--- config.mk ---
export PLATFORM = sky130hd
export DESIGN_NAME = base64_codec
export DESIGN_NICKNAME = d
export VERILOG_FILES = /design/src/b64_pkg.sv /design/src/b64_step.sv /design/src/b64_emit.sv /design/src/base64_codec.sv
export SDC_FILE = /design/constraint.sdc
export NUM_CORES = 1
export LEC_CHECK = 0
export BUFFER_PORTS_ARGS = -buffer_cell sky130_fd_sc_hd__clkbuf_2
export CORE_MARGIN = 4
export CORE_UTILIZATION = 64
export CTS_BUF_LIST = sky130_fd_sc_hd__clkbuf_4
export DETAILED_ROUTE_END_ITERATION = 16
export HOLD_SLACK_MARGIN = 0.05
export PLACE_DENSITY = 0.84
export SLEW_MARGIN = 30
export SYNTH_ARGS = -nofsm -noshare
export SYNTH_HDL_FRONTEND = slang
export SYNTH_SLANG_ARGS = --single-unit
--- constraint.sdc ---
create_clock -name i_clk -period 5.7 [get_ports i_clk]
set_input_delay 0.285 -clock i_clk [delete_from_list [all_inputs] [get_ports i_clk]]
set_output_delay 0.285 -clock i_clk [all_outputs]
set_load 0.05 [all_outputs]
--- src/b64_pkg.sv ---
// Shared types, codes and character mapping functions for the base64 codec.
// Used by b64_step, b64_emit and base64_codec; depends on nothing else.
package b64_pkg;

    // Most result words that one input word can cause, and the widths that follow.
    localparam int MaxResults = 4;
    localparam int CountW     = $clog2(MaxResults + 1);
    localparam int IdxW       = $clog2(MaxResults);

    // Mode codes carried on the input channel.
    localparam logic ModeEncode = 1'b0;
    localparam logic ModeDecode = 1'b1;

    // Encoder group phases: data bytes already taken in the current group.
    localparam logic [1:0] Phase0 = 2'd0;
    localparam logic [1:0] Phase1 = 2'd1;
    localparam logic [1:0] Phase2 = 2'd2;

    // The padding character '='.
    localparam logic [7:0] PadChar = 8'h3D;

    // One accepted input word.
    typedef struct packed {
        logic       mode;
        logic [7:0] in_byte;
        logic       stream_end;
    } t_item;

    // Codec state kept between words; encoder and decoder parts are separate.
    typedef struct packed {
        logic [7:0]  held;
        logic [1:0]  phase;
        logic [11:0] acc;
        logic [3:0]  pend;
        logic        pad_seen;
    } t_state;

    // All results of one input word, emitted in order from element 0.
    typedef struct packed {
        logic [CountW-1:0]            count;
        logic [MaxResults-1:0][7:0]   bytes;
        logic                         done;
    } t_bundle;

    // Sextet to alphabet character.
    function automatic logic [7:0] enc_char(input logic [5:0] s);
        logic [7:0] c;
        c = {2'b00, s};
        if (s < 6'd26) begin
            return 8'h41 + c;
        end else if (s < 6'd52) begin
            return 8'h61 + c - 8'd26;
        end else if (s < 6'd62) begin
            return 8'h30 + c - 8'd52;
        end else if (s == 6'd62) begin
            return 8'h2B;
        end else begin
            return 8'h2F;
        end
    endfunction

    // Character to sextet; bit 6 set marks a character outside the alphabet.
    function automatic logic [6:0] sextet_of(input logic [7:0] c);
        if (c >= 8'h41 && c <= 8'h5A) begin
            return {1'b0, 6'(c - 8'h41)};
        end else if (c >= 8'h61 && c <= 8'h7A) begin
            return {1'b0, 6'(c - 8'h61 + 8'd26)};
        end else if (c >= 8'h30 && c <= 8'h39) begin
            return {1'b0, 6'(c - 8'h30 + 8'd52)};
        end else if (c == 8'h2B) begin
            return 7'd62;
        end else if (c == 8'h2F) begin
            return 7'd63;
        end else begin
            return 7'h40;
        end
    endfunction

endpackage

--- src/b64_step.sv ---
// Combinational step of the codec: one input word and the current state give
// the result bundle and the next state. Depends on b64_pkg.
module b64_step (
    input  b64_pkg::t_item   i_item,
    input  b64_pkg::t_state  i_state,
    output b64_pkg::t_state  o_state,
    output b64_pkg::t_bundle o_bundle
);
    import b64_pkg::*;

    logic [7:0]  b;
    logic [7:0]  prev;
    logic [6:0]  sx;
    logic [4:0]  p;
    logic [11:0] acc_n;
    logic [2:0]  sh;

    always_comb begin
        b      = i_item.in_byte;
        prev   = i_state.held;
        sx     = sextet_of(b);
        p      = {1'b0, i_state.pend} + 5'd6;
        acc_n  = {i_state.acc[5:0], sx[5:0]};
        sh     = 3'(p - 5'd8);
        o_state  = i_state;
        o_bundle = '0;
        o_bundle.done = i_item.stream_end;

        if (i_item.mode == ModeEncode) begin
            // Encoder: emit each character as soon as its six bits are known.
            case (i_state.phase)
                Phase0: begin
                    o_bundle.bytes[0] = enc_char(b[7:2]);
                    if (i_item.stream_end) begin
                        o_bundle.bytes[1] = enc_char({b[1:0], 4'b0000});
                        o_bundle.bytes[2] = PadChar;
                        o_bundle.bytes[3] = PadChar;
                        o_bundle.count    = CountW'(4);
                    end else begin
                        o_bundle.count    = CountW'(1);
                    end
                    o_state.phase = Phase1;
                end
                Phase1: begin
                    o_bundle.bytes[0] = enc_char({prev[1:0], b[7:4]});
                    if (i_item.stream_end) begin
                        o_bundle.bytes[1] = enc_char({b[3:0], 2'b00});
                        o_bundle.bytes[2] = PadChar;
                        o_bundle.count    = CountW'(3);
                    end else begin
                        o_bundle.count    = CountW'(1);
                    end
                    o_state.phase = Phase2;
                end
                default: begin
                    o_bundle.bytes[0] = enc_char({prev[3:0], b[7:6]});
                    o_bundle.bytes[1] = enc_char(b[5:0]);
                    o_bundle.count    = CountW'(2);
                    o_state.phase     = Phase0;
                end
            endcase
            o_state.held = b;
        end else if (!i_state.pad_seen) begin
            // Decoder: gather sextets and emit a byte once eight bits are ready.
            if (b == PadChar) begin
                o_state.pad_seen = 1'b1;
            end else if (!sx[6]) begin
                o_state.acc = acc_n;
                if (p >= 5'd8 && p <= 5'd12) begin
                    o_bundle.bytes[0] = 8'(acc_n >> sh);
                    o_bundle.count    = CountW'(1);
                    o_state.pend      = 4'(p - 5'd8);
                end else if (p > 5'd12) begin
                    o_state.pend = 4'd12;
                end else begin
                    o_state.pend = 4'(p);
                end
            end
        end

        // The stream-end word clears all state once it has been processed.
        if (i_item.stream_end) begin
            o_state = '0;
        end
    end

endmodule

--- src/b64_emit.sv ---
// Result register of the codec: holds one bundle and sends its words one per
// cycle on the output channel while i_stall is low. Depends on b64_pkg.
module b64_emit (
    input  logic             i_clk,
    input  logic             i_rst_n,
    input  logic             i_load,
    input  b64_pkg::t_bundle i_bundle,
    input  logic             i_stall,
    output logic             o_free,
    output logic             o_valid,
    output logic [7:0]       o_out_byte,
    output logic             o_run_last,
    output logic             o_stream_done
);
    import b64_pkg::*;

    logic            r_valid;
    logic [IdxW-1:0] r_idx;
    t_bundle         r_bnd;
    logic            last;

    // The word on show is the last one of its bundle.
    assign last = (CountW'(r_idx) + CountW'(1)) == r_bnd.count;

    // The register can take a new bundle when empty or when its last word leaves.
    assign o_free = !r_valid || (!i_stall && last);

    assign o_valid       = r_valid;
    assign o_out_byte    = r_bnd.bytes[r_idx];
    assign o_run_last    = last;
    assign o_stream_done = r_bnd.done;

    // Control: occupancy and the index of the word on show.
    always_ff @(posedge i_clk) begin
        if (!i_rst_n) begin
            r_valid <= 1'b0;
            r_idx   <= '0;
        end else if (i_load) begin
            r_valid <= 1'b1;
            r_idx   <= '0;
        end else if (r_valid && !i_stall) begin
            if (last) begin
                r_valid <= 1'b0;
            end else begin
                r_idx <= r_idx + IdxW'(1);
            end
        end
    end

    // Payload: the bundle itself.
    always_ff @(posedge i_clk) begin
        if (i_load) begin
            r_bnd <= i_bundle;
        end
    end

endmodule

--- src/base64_codec.sv ---
// Streaming base64 encoder and decoder, top level.
// Depends on b64_pkg, b64_step and b64_emit.
//
// Input channel: i_valid, o_stall and the word i_mode, i_in_byte, i_stream_end.
// A word is taken at a rising edge with i_valid high and o_stall low. Mode 0
// encodes a data byte, mode 1 decodes one base64 character.
// Output channel: o_valid, i_stall and the word o_out_byte, o_run_last,
// o_stream_done. A word leaves at an edge with o_valid high and i_stall low.
// o_run_last marks the last result of an input word; o_stream_done marks every
// result of a stream-end word.
// An input word is held in the input register, its results are computed
// combinationally into the result register, and the first of them goes on the
// output from there.
// The result register sends one word per cycle while the output is not stalled.
// An input word has one or two results while encoding mid-stream, up to four at
// an encoder stream end, and at most one while decoding. Words with no result pass
// without using it. A new input word is taken while earlier results still drain.
// Reset empties both registers and clears all codec state. When the receiver stalls,
// the word on show holds, and the input side stalls once the input register is
// full and its results cannot move on.
module base64_codec (
    input  logic       i_clk,
    input  logic       i_rst_n,
    input  logic       i_valid,
    output logic       o_stall,
    input  logic       i_mode,
    input  logic [7:0] i_in_byte,
    input  logic       i_stream_end,
    output logic       o_valid,
    input  logic       i_stall,
    output logic [7:0] o_out_byte,
    output logic       o_run_last,
    output logic       o_stream_done
);
    import b64_pkg::*;

    logic    r_in_valid;
    t_item   r_item;
    t_state  r_state;
    t_state  n_state;
    t_bundle bundle;
    logic    emit_free;
    logic    advance;
    logic    in_accept;
    logic    load;

    // Work on the registered word.
    b64_step u_step (
        .i_item   (r_item),
        .i_state  (r_state),
        .o_state  (n_state),
        .o_bundle (bundle)
    );

    // The registered word moves on when it has no result or the result
    // register can take its bundle.
    assign advance   = r_in_valid && ((bundle.count == '0) || emit_free);
    assign load      = advance && (bundle.count != '0);
    assign o_stall   = r_in_valid && !advance;
    assign in_accept = i_valid && !o_stall;

    b64_emit u_emit (
        .i_clk         (i_clk),
        .i_rst_n       (i_rst_n),
        .i_load        (load),
        .i_bundle      (bundle),
        .i_stall       (i_stall),
        .o_free        (emit_free),
        .o_valid       (o_valid),
        .o_out_byte    (o_out_byte),
        .o_run_last    (o_run_last),
        .o_stream_done (o_stream_done)
    );

    // Input register occupancy and codec state.
    always_ff @(posedge i_clk) begin
        if (!i_rst_n) begin
            r_in_valid <= 1'b0;
            r_state    <= '0;
        end else begin
            if (in_accept) begin
                r_in_valid <= 1'b1;
            end else if (advance) begin
                r_in_valid <= 1'b0;
            end
            if (advance) begin
                r_state <= n_state;
            end
        end
    end

    // Input register payload.
    always_ff @(posedge i_clk) begin
        if (in_accept) begin
            r_item.mode       <= i_mode;
            r_item.in_byte    <= i_in_byte;
            r_item.stream_end <= i_stream_end;
        end
    end

endmodule
==> Word-level counts from Yosys, hierarchy flattened <==
Index checks and enable logic that the tools add are counted.
{ "totals": {"regBits": 67, "latchBits": 0, "ramBits": 0, "romBits": 0, "in_bits": 14, "output_inout_bits": 12, "elab_cells": 192, "memories": 0} }
{ "op_classes": {"add_sub_neg": 39, "mul": 0, "div_mod_pow": 0, "order_cmp": 28, "n_eq_ne": 13, "n_shift": 1, "mux": 61, "n_bitwise": 3, "n_reduce_logical": 30} }
{ "op_table": {"columns": ["op", "n"], "rows": [
  ["$mux 8", 24],
  ["$add 7x6->8 const A", 12],
  ["$lt 6x6->1 const B", 12],
  ["$sub 8x5->8 const B", 6],
  ["$sub 8x6->8 const B", 6],
  ["$add 6x6->7 const A", 6],
  ["$lt 6x5->1 const B", 6],
  ["$mux 7", 5],
  ["$mux 17", 2],
  ["$mux 16", 2],
  ["$pmux 16 s2", 1],
  ["$mux 3", 9],
  ["$eq 6x6->1 const B", 4],
  ["$eq 8x6->1 const B", 3],
  ["$mux 23", 1],
  ["$mux 22", 1],
  ["$bmux 8 s2", 1],
  ["$ge 8x7->1 const B", 2],
  ["$le 8x7->1 const B", 2],
  ["$pmux 8 s2", 1],
  ["$mux 14", 1],
  ["$shr 12x3->8", 1],
  ["$sub 6x6->6 const B", 2],
  ["$logic_and 1x1->1", 10],
  ["32 further kinds", 55]
]} }

==> Longest topological paths before layout <==
Gate-level depths: netlist of run 1.
{ "logic_depth": {"depth_word": 18, "depth_mapped": 13, "depth_no_buf": 9} }

==> Cells and area by module <==
Synthesis of run 1 repeated with hierarchy kept, for this count alone.
{ "hier_totals": {"cells_unflattened": 808, "area_unflattened_um2": 6716.4} }
{ "modules_own_cells": {"columns": ["module", "n_inst", "cells_per_inst", "area_per_inst_um2", "seq_area_each_um2"], "rows": [
  ["b64_step", 1, 601, 3753.6, 0.0],
  ["b64_emit", 1, 73, 1506.4, 1141.1],
  ["base64_codec", 1, 134, 1456.4, 860.8]
]} }

==> Worst setup path before layout of run 1 <==
OpenSTA, ideal clock, no wires.
{ "synth_timing": {"kind": "flip-flop to flip-flop", "start": "register r_item[4] in the netlist's numbering", "end": "register u_emit.r_bnd (netlist bit u_emit.o_stream_done) (enable)", "setup_time_ps": 411, "arrival_ps": 3946, "setup_slack_ps": 1343, "stages_incl_launch_ff": 11, "synth_period_minus_slack_ps": 4357, "cell_sequence": "edfxtp_1 clkbuf_1 inv_1 ha_1 buf_2 and3b_1 a2111oi_0 nand2_1 a31o_2 buf_2 a21oi_1"} }
{ "synth_between": {"elab_chain_len": 14} }
{ "synth_lines": {"columns": ["item", "line", "text"], "rows": [
  ["start, declared", "base64_codec.sv:38", "t_item r_item;"],
  ["parallel branches: the longest is 7 deep, another holds $ge 8x6->1", null, null],
  ["$mux 3 *", "b64_step.sv:65", "if (b == PadChar) begin"],
  ["$mux 3 *", "b64_step.sv:63", "end else if (!i_state.pad_seen) begin"],
  ["$mux 3 *", "b64_step.sv:29", "if (i_item.mode == ModeEncode) begin"],
  ["$logic_not 3->1", "base64_codec.sv:57", "assign advance = r_in_valid && ((bundle.count == '0) || emit_free);"],
  ["$logic_or 1x1->1", "base64_codec.sv:57", null],
  ["$logic_and 1x1->1", "base64_codec.sv:57", null],
  ["$logic_and 1x1->1 *", "base64_codec.sv:58", "assign load = advance && (bundle.count != '0);"],
  ["via load", "base64_codec.sv:45", "logic load;"],
  ["end signal, assigned", "b64_emit.sv:53", "r_bnd <= i_bundle;"],
  ["end, declared", "b64_emit.sv:19", "t_bundle r_bnd;"]
]} }
Mark *: on every way through the listed nets, which the timed path passes.
A chain may end at the register's enable or synchronous reset.

==> Worst setup path after layout of run 1 <==
{ "layout_timing": {"start": "register r_item[5] in the netlist's numbering", "end": "output port o_stall"} }
{ "layout_between": {"elab_chain_len": 15} }
{ "layout_lines": {"columns": ["item", "line", "text"], "rows": [
  ["parallel branches: the longest is 7 deep, another holds $ge 8x6->1", null, null],
  ["$mux 3 *", "b64_step.sv:65", null],
  ["$mux 3 *", "b64_step.sv:63", null],
  ["$mux 3 *", "b64_step.sv:29", null],
  ["$logic_not 3->1 *", "base64_codec.sv:57", null],
  ["$logic_or 1x1->1 *", "base64_codec.sv:57", null],
  ["$logic_and 1x1->1 *", "base64_codec.sv:57", null],
  ["$logic_not 1->1 *", "base64_codec.sv:59", "assign o_stall = r_in_valid && !advance;"],
  ["$logic_and 1x1->1 *", "base64_codec.sv:59", null],
  ["end, declared", "base64_codec.sv:25", "output logic o_stall,"]
]} }
Every way passes the cells marked *.

==> flow_summary.rst, run 1 <==
.. list-table::
   :header-rows: 1

   * - Metric
     - Value
   * - Run status
     - complete, no violations
   * - Starting density of the core
     - 66.7%
   * - Number of buffers added by the clock tree synthesis step
     - 5
   * - Overall overflow remaining after global route
     - 0
   * - Post-layout util
     - 70.2%
   * - H-tree depth reported by CTS
     - 2
   * - FFs w/ async S/R, synth
     - 0%
   * - Register cell area after layout
     - 1360 µm²
   * - Global-route usage over all layers
     - 33.5%
   * - Leakage power
     - 1.89 nW
   * - Number of max-cap violations
     - 0
   * - Worst hold-check path type
     - in2reg
   * - Most common library cell in the layout ignoring fill and taps
     - sky130_fd_sc_hd__nand2_1
   * - Internal reg-to-reg setup slack
     - 1.58 ns
   * - Net count, final
     - 652
   * - Total routed wirelength
     - 14.8 mm
   * - Worst setup EP type
     - primary output
   * - Post-layout minimum cycle time
     - 4.47 ns
   * - Average size of a mapped cell
     - 8.03 µm²
   * - RSZ-0062 raised after global routing
     - false
   * - Worst-skew pair later-pin latency
     - 0.36 ns
   * - Area growth from synthesis to final layout
     - 5.30%
   * - Crit path launch type
     - register
   * - Cell Pwr Density
     - 179 nW/µm²
   * - Number of hold buffers added after cts
     - 0
   * - Worst Setup Slack post-DPL
     - 1.72 ns
   * - Area taken by multi-input logic gates
     - 3280 µm²
   * - Std cell rows
     - 31
   * - CTS tree
     - built
   * - Launch point of the worst path
     - r_item[5]$_DFFE_PP_
   * - Largest net degree at the start of global routing
     - 28
   * - Gp weighted congestion
     - 1.01
   * - Total of buffers placed on input and output ports
     - 25
   * - Rel. slew slack
     - 37.6%
   * - Top fanout value on the critical path
     - 23
   * - Synth Cell Area
     - 4890 µm²
   * - Pin slew with the least headroom to its limit
     - 0.937 ns
   * - Distinct cell type count after synthesis
     - 71
   * - Largest cells by area after synthesis
     - sky130_fd_sc_hd__edfxtp_1 20%, sky130_fd_sc_hd__dfxtp_1 8.2%, sky130_fd_sc_hd__ha_1 7.7%
   * - Worst hold slack after final layout
     - 0.0816 ns
   * - Net switching fraction of the power
     - 31.2%
   * - Origin of the critical flop-to-flop path
     - r_item[5]$_DFFE_PP_
   * - Number of gates given a new drive strength after cts
     - 0
   * - Buffer type at the clock tree root
     - sky130_fd_sc_hd__clkbuf_4
   * - Top achievable clock speed
     - 224 MHz
   * - Sequential area share after synthesis
     - 27.8%
   * - Number of fill cells in the layout
     - 569
   * - WS Path Type
     - reg2out
   * - Count of synthesis-stage warnings from yosys
     - 0
   * - # Post-CTS Setup Buffers
     - 0
   * - Internal Power
     - 0.000634 W
   * - Number of top-level design ports
     - 26
   * - Via count
     - 4937
   * - Critical path arrival
     - 4.19 ns
   * - Overall power after layout
     - 0.000922 W
   * - Detailed-route vias per instance
     - 6.97
   * - Relative contribution of sequential cells to total power
     - 47.5%
   * - Count of endpoints failing setup in the final report
     - 0
   * - Smallest setup slack after layout
     - 1.23 ns
   * - Clock buffer depth
     - 2
   * - Layout cells sized above 1
     - 9.85%
   * - Antenna violations before repair
     - 0
   * - Die outline height
     - 95.4 µm
   * - Proportion of netlist area held by the largest area contributor
     - 19.7%
   * - Final sum of negative setup slack
     - 0 ns
   * - Clock Sink Count
     - 52
   * - Last element of the critical path
     - o_stall
   * - Count of nets left with antenna violations after detail routing
     - 0
   * - Per-cell routed wire length
     - 21.0 µm
   * - Clock Skews
     - 0.0134 ns
   * - Final worst-path cycle share
     - 78.5%
   * - Die W
     - 95.4 µm
   * - Number of synthesized flops with an enable pin
     - 32
   * - Detailed router's first-iteration violation count
     - 646
   * - R2R Path End
     - u_emit.r_bnd[3]$_DFFE_PP_
   * - Core box area
     - 7330 µm²
   * - Total die area
     - 9100 µm²
   * - Wire length of the first global-routing pass
     - 23.7 mm
   * - Worst vdd ir
     - 0.245 mV
   * - Post-synthesis cell type with the largest combined area
     - sky130_fd_sc_hd__edfxtp_1
   * - Reg2reg path depth
     - 9
   * - Post-Syn Nets
     - 653
   * - Required time of the critical path
     - 5.41 ns
   * - Final number of hold-violating endpoints
     - 0
   * - Total of flip-flops plus latches after synthesis
     - 52
   * - Clock transition time at the flip-flop clock pins of the worst setup and hold paths
     - 0.15 ns
   * - Post-Synthesis Cells
     - 609
   * - Commonest cells after routing, fill and taps aside
     - 55 x sky130_fd_sc_hd__nand2_1, 48 x sky130_fd_sc_hd__a21oi_1, 46 x sky130_fd_sc_hd__o21ai_0
   * - Count of inserted antenna diode cells
     - 0
   * - Number of global-route vias before repair
     - 4602
   * - Most instantiated flip-flop cell in the synthesis netlist
     - sky130_fd_sc_hd__edfxtp_1
   * - Detailed-placement wirelength estimate
     - 10.8 mm
   * - Clock share of power
     - 27.9%
   * - First-pass iteration count of the detailed router
     - 7
   * - Share of power burned in combinational logic
     - 24.6%
   * - DRC violations left
     - 0
   * - Net switching power figure
     - 0.000287 W
   * - Final number of max-transition violations
     - 0
[layout make-up]
class	instances	area share (%)
clock buffers	6	0.875
clock inverters	2	1.17
inverters	25	1.82
multi-input cells	491	63.6
flip-flops and latches	52	26.4
well taps	99	2.41
repair buffers	33	3.65
[per-layer routing]
layer | wire length, µm | track usage (%) | vias to the layer above
met1 | 5890 | 44.0 | 2253
li1 | - | - | 2284
met3 | 1500 | 6.00 | 60
met4 | 735 | 16.9 | 0
met5 | 0 | 0 | -
met2 | 6720 | 52.8 | 340
[critical path, cell delays in order (launching register included)]
cell and delay, ns:
sky130_fd_sc_hd__edfxtp_1 0.94, sky130_fd_sc_hd__inv_1 0.31, sky130_fd_sc_hd__ha_1 0.45, sky130_fd_sc_hd__nor2b_1 0.21
sky130_fd_sc_hd__a2111oi_0 0.45, sky130_fd_sc_hd__buf_4 0.22, sky130_fd_sc_hd__nand2_1 0.10, sky130_fd_sc_hd__a31o_2 0.37
sky130_fd_sc_hd__a21oi_2 0.27, sky130_fd_sc_hd__and2_1 0.21, sky130_fd_sc_hd__clkbuf_2 0.29
[synth_stat cells, types with 3 or more instances]
cell type	number
sky130_fd_sc_hd__nand3_1	21
sky130_fd_sc_hd__buf_1	5
sky130_fd_sc_hd__nor2_1	38
sky130_fd_sc_hd__a311oi_1	3
sky130_fd_sc_hd__or2_2	5
sky130_fd_sc_hd__ha_1	30
sky130_fd_sc_hd__o211ai_1	16
sky130_fd_sc_hd__o21a_1	3
sky130_fd_sc_hd__nand2b_1	13
sky130_fd_sc_hd__mux2i_1	15
sky130_fd_sc_hd__xnor2_1	26
sky130_fd_sc_hd__o31ai_1	13
sky130_fd_sc_hd__o311ai_0	4
sky130_fd_sc_hd__mux2_2	4
sky130_fd_sc_hd__nor2b_1	10
sky130_fd_sc_hd__o311a_1	4
sky130_fd_sc_hd__a221o_1	3
sky130_fd_sc_hd__nor3b_1	3
sky130_fd_sc_hd__a31oi_1	4
sky130_fd_sc_hd__nand2_1	55
sky130_fd_sc_hd__nor4_1	5
sky130_fd_sc_hd__o22ai_1	5
sky130_fd_sc_hd__a21o_1	7
sky130_fd_sc_hd__nand4_1	5
sky130_fd_sc_hd__a211oi_1	14
sky130_fd_sc_hd__o21ai_0	46
sky130_fd_sc_hd__a221oi_1	3
sky130_fd_sc_hd__nand3b_1	3
sky130_fd_sc_hd__clkbuf_1	31
sky130_fd_sc_hd__or3_1	5
sky130_fd_sc_hd__a22oi_1	3
sky130_fd_sc_hd__edfxtp_1	32
sky130_fd_sc_hd__dfxtp_1	20
sky130_fd_sc_hd__xor2_1	6
sky130_fd_sc_hd__a21oi_1	51
sky130_fd_sc_hd__a211o_1	3
sky130_fd_sc_hd__nor3_1	26
sky130_fd_sc_hd__inv_1	22
sky130_fd_sc_hd__buf_2	3
sky130_fd_sc_hd__a32o_1	5
[worst min path at each step]
stage,startpoint,end,cells after the start,slack (ns)
2_1_floorplan,i_stream_end,r_item[0]$_DFFE_PP_,0,0.38
3_3_place_gp,r_state[9]$_SDFFE_PN0P_,r_state[9]$_SDFFE_PN0P_,2,0.45
3_5_place_dp,r_state[9]$_SDFFE_PN0P_,r_state[9]$_SDFFE_PN0P_,2,0.46
4_1_cts,i_stream_end,r_item[0]$_DFFE_PP_,1,0.07
5_1_grt,i_stream_end,r_item[0]$_DFFE_PP_,1,0.06
6_report,i_stream_end,r_item[0]$_DFFE_PP_,1,0.08
[kinds of logic (layout without fill, tap and decap cells)]
logic type	after synthesis	after routing	synth area share [%]
mux	20	20	4.45
xor+xnor	32	32	5.73
fa+ha+maj	30	30	7.68
flops	52	52	27.8
buf+inv	66	66	5.37
simple gates	199	199	20.0
compound gates	210	210	28.9
[power groups by stage]
stage / combinational, W / clock (W) / sequential, W
floorplan: 0.000172 / 0 / 0.000431
global placement: 0.000217 / 0 / 0.000444
detailed placement: 0.000220 / 0 / 0.000444
CTS: 0.000221 / 0.000261 / 0.000436
global route: 0.000246 / 0.000275 / 0.000439
finish: 0.000227 / 0.000257 / 0.000438
[flip-flops by register name, indices dropped and copies added (netlist names)]
register / flops
u_emit.r_idx: 2
u_emit.r_bnd: 21
r_in_valid: 1
r_state: 16
u_emit.o_stream_done: 1
u_emit.o_valid: 1
r_item: 10
[through the flow]
stage / instances / cell area (µm²)
final: 708 / 5150
after global routing: 708 / 5150
after detailed placement: 699 / 5030
after CTS: 707 / 5130
after global placement: 699 / 5020
after floorplan: 609 / 4890
Power figures use the tool's default switching activity.
==> run 2: changes to the inputs <==
clock period = 4.5 ns   (was 5.7 ns; I/O delays follow)
==> flow_summary.rst, run 2 (synthesis results as in run 1) <==
.. list-table::
   :header-rows: 1

   * - Metric
     - Value
   * - Worst setup EP type
     - primary output
   * - Required time of the critical path
     - 4.28 ns (-1.13 ns)
   * - Count of endpoints failing setup in the final report
     - 0 (unchanged)
   * - Wire length of the first global-routing pass
     - 24.0 mm (+1.6%)
   * - Worst Hold Path Cells
     - 4 (+3)
   * - Run status
     - complete, no violations
   * - RSZ-0062 raised after global routing
     - false
   * - Most common library cell in the layout ignoring fill and taps
     - sky130_fd_sc_hd__nand2_1
   * - Area taken by multi-input logic gates
     - 3280 µm² (unchanged)
   * - Sum of buffers and inverters on the critical path
     - 3 (unchanged)
   * - Global-route usage over all layers
     - 34.1% (+0.59 points)
   * - Die W
     - 95.4 µm (unchanged)
   * - CTS tree
     - built
   * - Register cell area after layout
     - 1360 µm² (unchanged)
   * - Net count, final
     - 673 (+3.2%)
   * - Number of max-cap violations
     - 0 (unchanged)
   * - Number of global-route vias before repair
     - 4794 (+4.2%)
   * - Largest register FFs
     - 21 (unchanged)
   * - Critical path arrival
     - 3.99 ns (-0.20 ns)
   * - Clock Sink Count
     - 52 (unchanged)
   * - Final worst-path cycle share
     - 93.8%
   * - WS Path Type
     - reg2out
   * - CP max-delay cell
     - sky130_fd_sc_hd__edfxtp_1
   * - Detailed-route vias per instance
     - 7.03 (+0.80%)
   * - Via count
     - 5124 (+3.8%)
   * - Count of inserted antenna diode cells
     - 0 (unchanged)
   * - Rel. slew slack
     - 53.1% (+16 points)
   * - Registers with the highest flip-flop counts
     - u_emit.r_bnd x21, r_state x16, r_item x10
   * - Clock Skews
     - 0.0136 ns (+0.000163 ns)
   * - Cells along the critical path
     - inv_2, ha_1, nor2b_1, a2111oi_0, buf_4, nand2_1, a31o_2, a21oi_2, and2_1, clkbuf_2
   * - Post-layout minimum cycle time
     - 4.22 ns
   * - Buffer type at the clock tree root
     - sky130_fd_sc_hd__clkbuf_4
   * - Pin slew with the least headroom to its limit
     - 0.696 ns (-0.241 ns)
   * - Per-cell routed wire length
     - 20.4 µm (-2.8%)
   * - H-tree depth reported by CTS
     - 2 (unchanged)
   * - Top achievable clock speed
     - 237 MHz
   * - Std cell rows
     - 31 (unchanged)
   * - Worst hold-check path type
     - in2reg
   * - Final sum of negative setup slack
     - 0 ns (unchanged)
   * - Critical path's top delay family
     - compound AO/OA/AOI/OAI gates
   * - Cell Pwr Density
     - 204 nW/µm² (+14%)
   * - Detailed router's first-iteration violation count
     - 746 (+15%)
   * - Total of buffers placed on input and output ports
     - 25 (unchanged)
   * - Reg2reg path depth
     - 8 (-1)
   * - Total routed wirelength
     - 14.9 mm (+0.13%)
   * - Final number of hold-violating endpoints
     - 0 (unchanged)
   * - Layout cells sized above 1
     - 11.3% (+1.4 points)
   * - Largest net degree at the start of global routing
     - 25 (-11%)
   * - Count of nets left with antenna violations after detail routing
     - 0 (unchanged)
   * - Number of top-level design ports
     - 26 (unchanged)
   * - Total die area
     - 9100 µm² (unchanged)
   * - Antenna violations before repair
     - 0 (unchanged)
   * - Number of buffers added by the clock tree synthesis step
     - 5 (unchanged)
   * - Most flops, register
     - u_emit.r_bnd
   * - Clock buffer depth
     - 2 (unchanged)
   * - Max incr delay on CP
     - 0.78 ns (-0.16 ns)
   * - Starting density of the core
     - 66.7% (unchanged)
   * - Detailed-placement wirelength estimate
     - 10.9 mm (+0.47%)
   * - Number of fill cells in the layout
     - 575 (+1.1%)
   * - DRC violations left
     - 0 (unchanged)
   * - Commonest cells after routing, fill and taps aside
     - 55 x sky130_fd_sc_hd__nand2_1, 48 x sky130_fd_sc_hd__a21oi_1, 46 x sky130_fd_sc_hd__o21ai_0
   * - Worst vdd ir
     - 0.164 mV (-33%)
   * - Overall power after layout
     - 0.00108 W (+17%)
   * - Final number of max-transition violations
     - 0 (unchanged)
   * - Overall overflow remaining after global route
     - 0 (unchanged)
   * - Die outline height
     - 95.4 µm (unchanged)
   * - Clock transition time at the flip-flop clock pins of the worst setup and hold paths
     - 0.15 ns (about the same)
   * - Core box area
     - 7330 µm² (unchanged)
   * - Area growth from synthesis to final layout
     - 8.11%
   * - Top fanout value on the critical path
     - 15 (-35%)
   * - Leakage power
     - 1.96 nW (+4.0%)
   * - First-pass iteration count of the detailed router
     - 5 (-2)
   * - Gp weighted congestion
     - 1.00 (-0.65%)
   * - Worst-skew pair later-pin latency
     - 0.39 ns (+0.03 ns)
   * - Crit path launch type
     - register
   * - Number of gates on the worst path with buffers counted
     - 10 (unchanged)
   * - # Post-CTS Setup Buffers
     - 0 (unchanged)
[run 2: worst paths after layout]
check	from	end	slack, ns
worst min register to register	r_state[3]$_SDFFE_PN0P_	r_state[3]$_SDFFE_PN0P_	0.49
worst max register to register	r_item[6]$_DFFE_PP_	u_emit.r_bnd[6]$_DFFE_PP_	0.67
worst min-delay path	i_stall	u_emit.r_idx[0]$_SDFFE_PP0P_	0.22
worst max-delay path	r_item[6]$_DFFE_PP_	o_stall	0.28
[run 2: cell type report]
cell class                 instances  share of cell area, %
inverter                          25                   1.78
clock buffer                       6                  0.852
clock inverter                     2                  0.284
tap                               99                   2.34
multi-input combinational        491                   62.0
sequential                        52                   25.8
timing repair buffer              54                   7.01
[run 2: per-stage QoR]
step | utilization (%) | hold slack, ns | setup WS [ns] | area, µm² | cells
after floorplan | - | 0.324 | 0.143 | 4890 | 609
after global placement | 69.7 | 0.402 | 0.935 | 5110 | 710
after detailed placement | 69.7 | 0.406 | 0.811 | 5110 | 710
after CTS | 71.9 | 0.0515 | 0.424 | 5270 | 728
after global routing | 72.1 | 0.225 | 0.0981 | 5290 | 729
final | 72.1 | 0.215 | 0.281 | 5290 | 729
[run 2: timing repair]
| item | in CTS | in global routing |
|---|---|---|
| hold buffers | 10 | 1 |
| hold endpoints to repair | 10 | 1 |
| resized for setup | 0 | 0 |
[run 2: power by group]
| part | switching, W | internal, W |
|---|---|---|
| clock network | 0.000153 | 0.0000691 |
| logic | 0.000203 | 0.000112 |
| registers | 0.0000186 | 0.000524 |
| total | 0.000375 | 0.000704 |
[run 2: metal layers]
| layer | vias to the layer above | wire, µm | GRT usage, % |
|---|---|---|---|
| met5 | - | 0 | 0 |
| met4 | 0 | 769 | 16.2 |
| met3 | 87 | 1480 | 7.02 |
| met2 | 337 | 6950 | 55.7 |
| met1 | 2373 | 5660 | 42.9 |
| li1 | 2327 | - | - |
[run 2: worst min-delay path: cells and delay by family]
family,cells,cell delay [ns]
AND/OR/NAND/NOR,2,0.12
buffers and inverters,1,0.10
XOR/XNOR,1,0.14
==> run 3: changes to the inputs <==
GPL_TIMING_DRIVEN = 0   (was not set)
==> flow_summary.rst, run 3 (synthesis results as in run 1) <==
.. list-table::
   :header-rows: 1

   * - Metric
     - Value
   * - Run status
     - complete, no violations
   * - Net count, final
     - 698 (+3.7%)
   * - Buffer type at the clock tree root
     - sky130_fd_sc_hd__clkbuf_4
   * - Origin of the critical flop-to-flop path
     - r_item[7]$_DFFE_PP_
   * - Final worst-path cycle share
     - 96.3% (+2.5 points)
   * - Final number of hold-violating endpoints
     - 0 (unchanged)
   * - Hold Path Sink
     - r_in_valid$_SDFFE_PN0P_
   * - Clock transition time at the flip-flop clock pins of the worst setup and hold paths
     - 0.16 ns (about the same)
   * - Most flops, register
     - u_emit.r_bnd
   * - Number of top-level design ports
     - 26 (unchanged)
   * - Detailed-route vias per instance
     - 6.84 (-2.6%)
   * - CTS tree
     - built
   * - Relative contribution of sequential cells to total power
     - 49.6% (-0.7 points)
   * - Leakage power
     - 1.96 nW (-0.19%)
   * - Clock Sink Count
     - 52 (unchanged)
   * - Final sum of negative setup slack
     - 0 ns (unchanged)
   * - Clock Skews
     - 0.0111 ns (-0.00247 ns)
   * - Per-cell routed wire length
     - 21.1 µm (+3.7%)
   * - Total routed wirelength
     - 15.9 mm (+7.3%)
   * - Total of buffers placed on input and output ports
     - 25 (unchanged)
   * - Gp weighted congestion
     - 1.03 (+2.5%)
   * - Post-layout minimum cycle time
     - 4.33 ns (+0.113 ns)
   * - Cell Pwr Density
     - 203 nW/µm² (-0.58%)
   * - Overall overflow remaining after global route
     - 0 (unchanged)
   * - Area taken by multi-input logic gates
     - 3300 µm² (+0.88%)
   * - Net switching fraction of the power
     - 35.9% (+1.2 points)
   * - Total die area
     - 9100 µm² (unchanged)
   * - WS Path Type
     - reg2out
   * - Crit path launch type
     - register
   * - Largest register FFs
     - 21 (unchanged)
   * - Worst Setup Slack post-DPL
     - -0.00264 ns (-0.814 ns)
   * - Count of endpoints failing setup in the final report
     - 0 (unchanged)
   * - Required time of the critical path
     - 4.28 ns (about the same)
   * - Worst hold-check path type
     - in2reg
   * - Internal Power
     - 0.000698 W (-0.97%)
   * - Largest net degree at the start of global routing
     - 25 (unchanged)
   * - Most common library cell in the layout ignoring fill and taps
     - sky130_fd_sc_hd__nand2_1
   * - Die W
     - 95.4 µm (unchanged)
   * - Detailed-placement wirelength estimate
     - 11.8 mm (+8.1%)
   * - Clock share of power
     - 20.6% (about the same)
   * - Number of max-cap violations
     - 0 (unchanged)
   * - RSZ-0062 raised after global routing
     - false
   * - Reg2reg path depth
     - 10 (+2)
   * - Number of cells in the finished layout apart from fillers
     - 754 (+3.4%)
   * - Worst vdd ir
     - 0.119 mV (-27%)
   * - Layout cells sized above 1
     - 10.1% (-1.2 points)
   * - Critical path arrival
     - 4.11 ns (+0.12 ns)
   * - Area of all placed cells without fillers
     - 5360 µm² (+1.5%)
   * - Placed cell count
     - 733 (+3.2%)
   * - H-tree depth reported by CTS
     - 2 (unchanged)
   * - Final number of max-transition violations
     - 0 (unchanged)
   * - Count of nets left with antenna violations after detail routing
     - 0 (unchanged)
   * - R2R Path End
     - u_emit.r_bnd[6]$_DFFE_PP_
   * - Share of power burned in combinational logic
     - 29.9% (+0.8 points)
   * - Clock buffer depth
     - 2 (unchanged)
   * - Worst Hold Path Cells
     - 2 (-2)
   * - Number of global-route vias before repair
     - 4882 (+1.8%)
   * - Net switching power figure
     - 0.000391 W (+4.4%)
   * - Via count
     - 5161 (+0.72%)
   * - Registers with the highest flip-flop counts
     - u_emit.r_bnd x21, r_state x16, r_item x10
   * - Starting density of the core
     - 66.7% (unchanged)
   * - Worst-skew pair later-pin latency
     - 0.38 ns (about the same)
   * - Std cell rows
     - 31 (unchanged)
   * - Count of inserted antenna diode cells
     - 0 (unchanged)
   * - Global-route usage over all layers
     - 35.7% (+1.6 points)
   * - Number of fill cells in the layout
     - 569 (-1.0%)
   * - Worst hold path startpoint
     - i_valid
   * - Area after detailed placement
     - 5150 µm² (+0.76%)
   * - Number of buffers added by the clock tree synthesis step
     - 5 (unchanged)
   * - Worst setup EP type
     - primary output
   * - Core box area
     - 7330 µm² (unchanged)
   * - Detailed router's first-iteration violation count
     - 685 (-8.2%)
   * - Register cell area after layout
     - 1360 µm² (unchanged)
   * - Commonest cells after routing, fill and taps aside
     - 55 x sky130_fd_sc_hd__nand2_1, 50 x sky130_fd_sc_hd__a21oi_1, 46 x sky130_fd_sc_hd__o21ai_0
   * - Pin slew with the least headroom to its limit
     - 0.959 ns (+0.263 ns)
   * - Antenna violations before repair
     - 0 (unchanged)
   * - Die outline height
     - 95.4 µm (unchanged)
   * - Top achievable clock speed
     - 231 MHz (-2.6%)
   * - DRC violations left
     - 0 (unchanged)
   * - Rel. slew slack
     - 35.6% (-18 points)
   * - Area growth from synthesis to final layout
     - 9.73%
   * - Internal reg-to-reg setup slack
     - 0.45 ns (-0.22 ns)
   * - Wire length of the first global-routing pass
     - 25.2 mm (+4.7%)
   * - Top fanout value on the critical path
     - 10 (-5)
   * - First-pass iteration count of the detailed router
     - 6 (+1)
   * - Smallest setup slack after layout
     - 0.168 ns (-0.113 ns)
-- run 3: cell count changes in the layout (fill, tap and decap cells not counted), sizes merged --
| cell | change |
|---|---|
| buf | -6 |
| clkinvlp | +1 |
| dlygate4sd3 | -1 |
| clkbuf | +31 |
-- run 3: area by class of cell --
type	instances	share of cell area [%]
Buffer	41	3.24
Clock buffer	5	0.700
Clock inverter	3	0.397
Inverter	25	1.75
Multi-Input combinational cell	491	61.6
Sequential cell	52	25.4
Tap cell	99	2.31
Timing Repair Buffer	38	4.62
-- run 3: power by group through the flow --
stage               Combinational [W]  Clock (W)  Sequential, W
floorplan                    0.000218          0       0.000547
global placement             0.000291          0       0.000548
detailed placement           0.000297          0       0.000550
CTS                          0.000306   0.000227       0.000539
global route                 0.000348   0.000243       0.000541
finish                       0.000325   0.000224       0.000540
-- run 3: per-layer routing --
layer	track usage (%)	wire length, µm	up-vias
met5	0	0	-
met4	13.4	594	0
met3	7.26	1590	51
met2	57.9	7270	337
met1	47.0	6490	2391
li1	-	-	2382
-- run 3: worst max-delay path: stages, from the launching register on --
cell and delay, ns:
sky130_fd_sc_hd__edfxtp_1 0.46, sky130_fd_sc_hd__clkbuf_1 0.31, sky130_fd_sc_hd__inv_1 0.37, sky130_fd_sc_hd__ha_1 0.47, sky130_fd_sc_hd__inv_1 0.24, sky130_fd_sc_hd__o311ai_2 0.45, sky130_fd_sc_hd__a21oi_1 0.17, sky130_fd_sc_hd__a31o_2 0.23
sky130_fd_sc_hd__buf_2 0.20, sky130_fd_sc_hd__a21oi_2 0.28, sky130_fd_sc_hd__and2_1 0.24, sky130_fd_sc_hd__clkbuf_2 0.30
-- run 3: worst max-delay path by stage --
stage,startpoint,to,slack (ns),depth (start not counted)
global route,r_item[7]$_DFFE_PP_,o_stall,0.01,11
global placement,r_item[4]$_DFFE_PP_,u_emit.r_bnd[15]$_SDFFCE_PP0P_,-1.22,10
CTS,r_item[7]$_DFFE_PP_,o_stall,0.05,11
detailed placement,r_item[4]$_DFFE_PP_,u_emit.r_idx[0]$_SDFFE_PP0P_,-0.003,12
finish,r_item[7]$_DFFE_PP_,o_stall,0.17,11
floorplan,r_item[4]$_DFFE_PP_,u_emit.o_stream_done$_DFFE_PP_,0.14,10
-- run 3: timing repair --
action | in CTS | in global routing
resized for setup | 2 | 9
pin swaps | 0 | 0
hold endpoints to repair | 10 | 0
endpoints found under the setup margin | 35 | 12
setup buffers | 0 | 3
hold buffers | 10 | 0
-- run 3: metrics by stage --
stage / utilization [%] / hold slack [ns] / total power [W]
after CTS: 72.5 / 0.0614 / 0.00107
after global routing: 73.2 / 0.0834 / 0.00113
after floorplan: - / 0.324 / 0.000764
final: 73.2 / 0.0821 / 0.00109
after global placement: 70.1 / 0.404 / 0.000839
after detailed placement: 70.3 / 0.404 / 0.000847
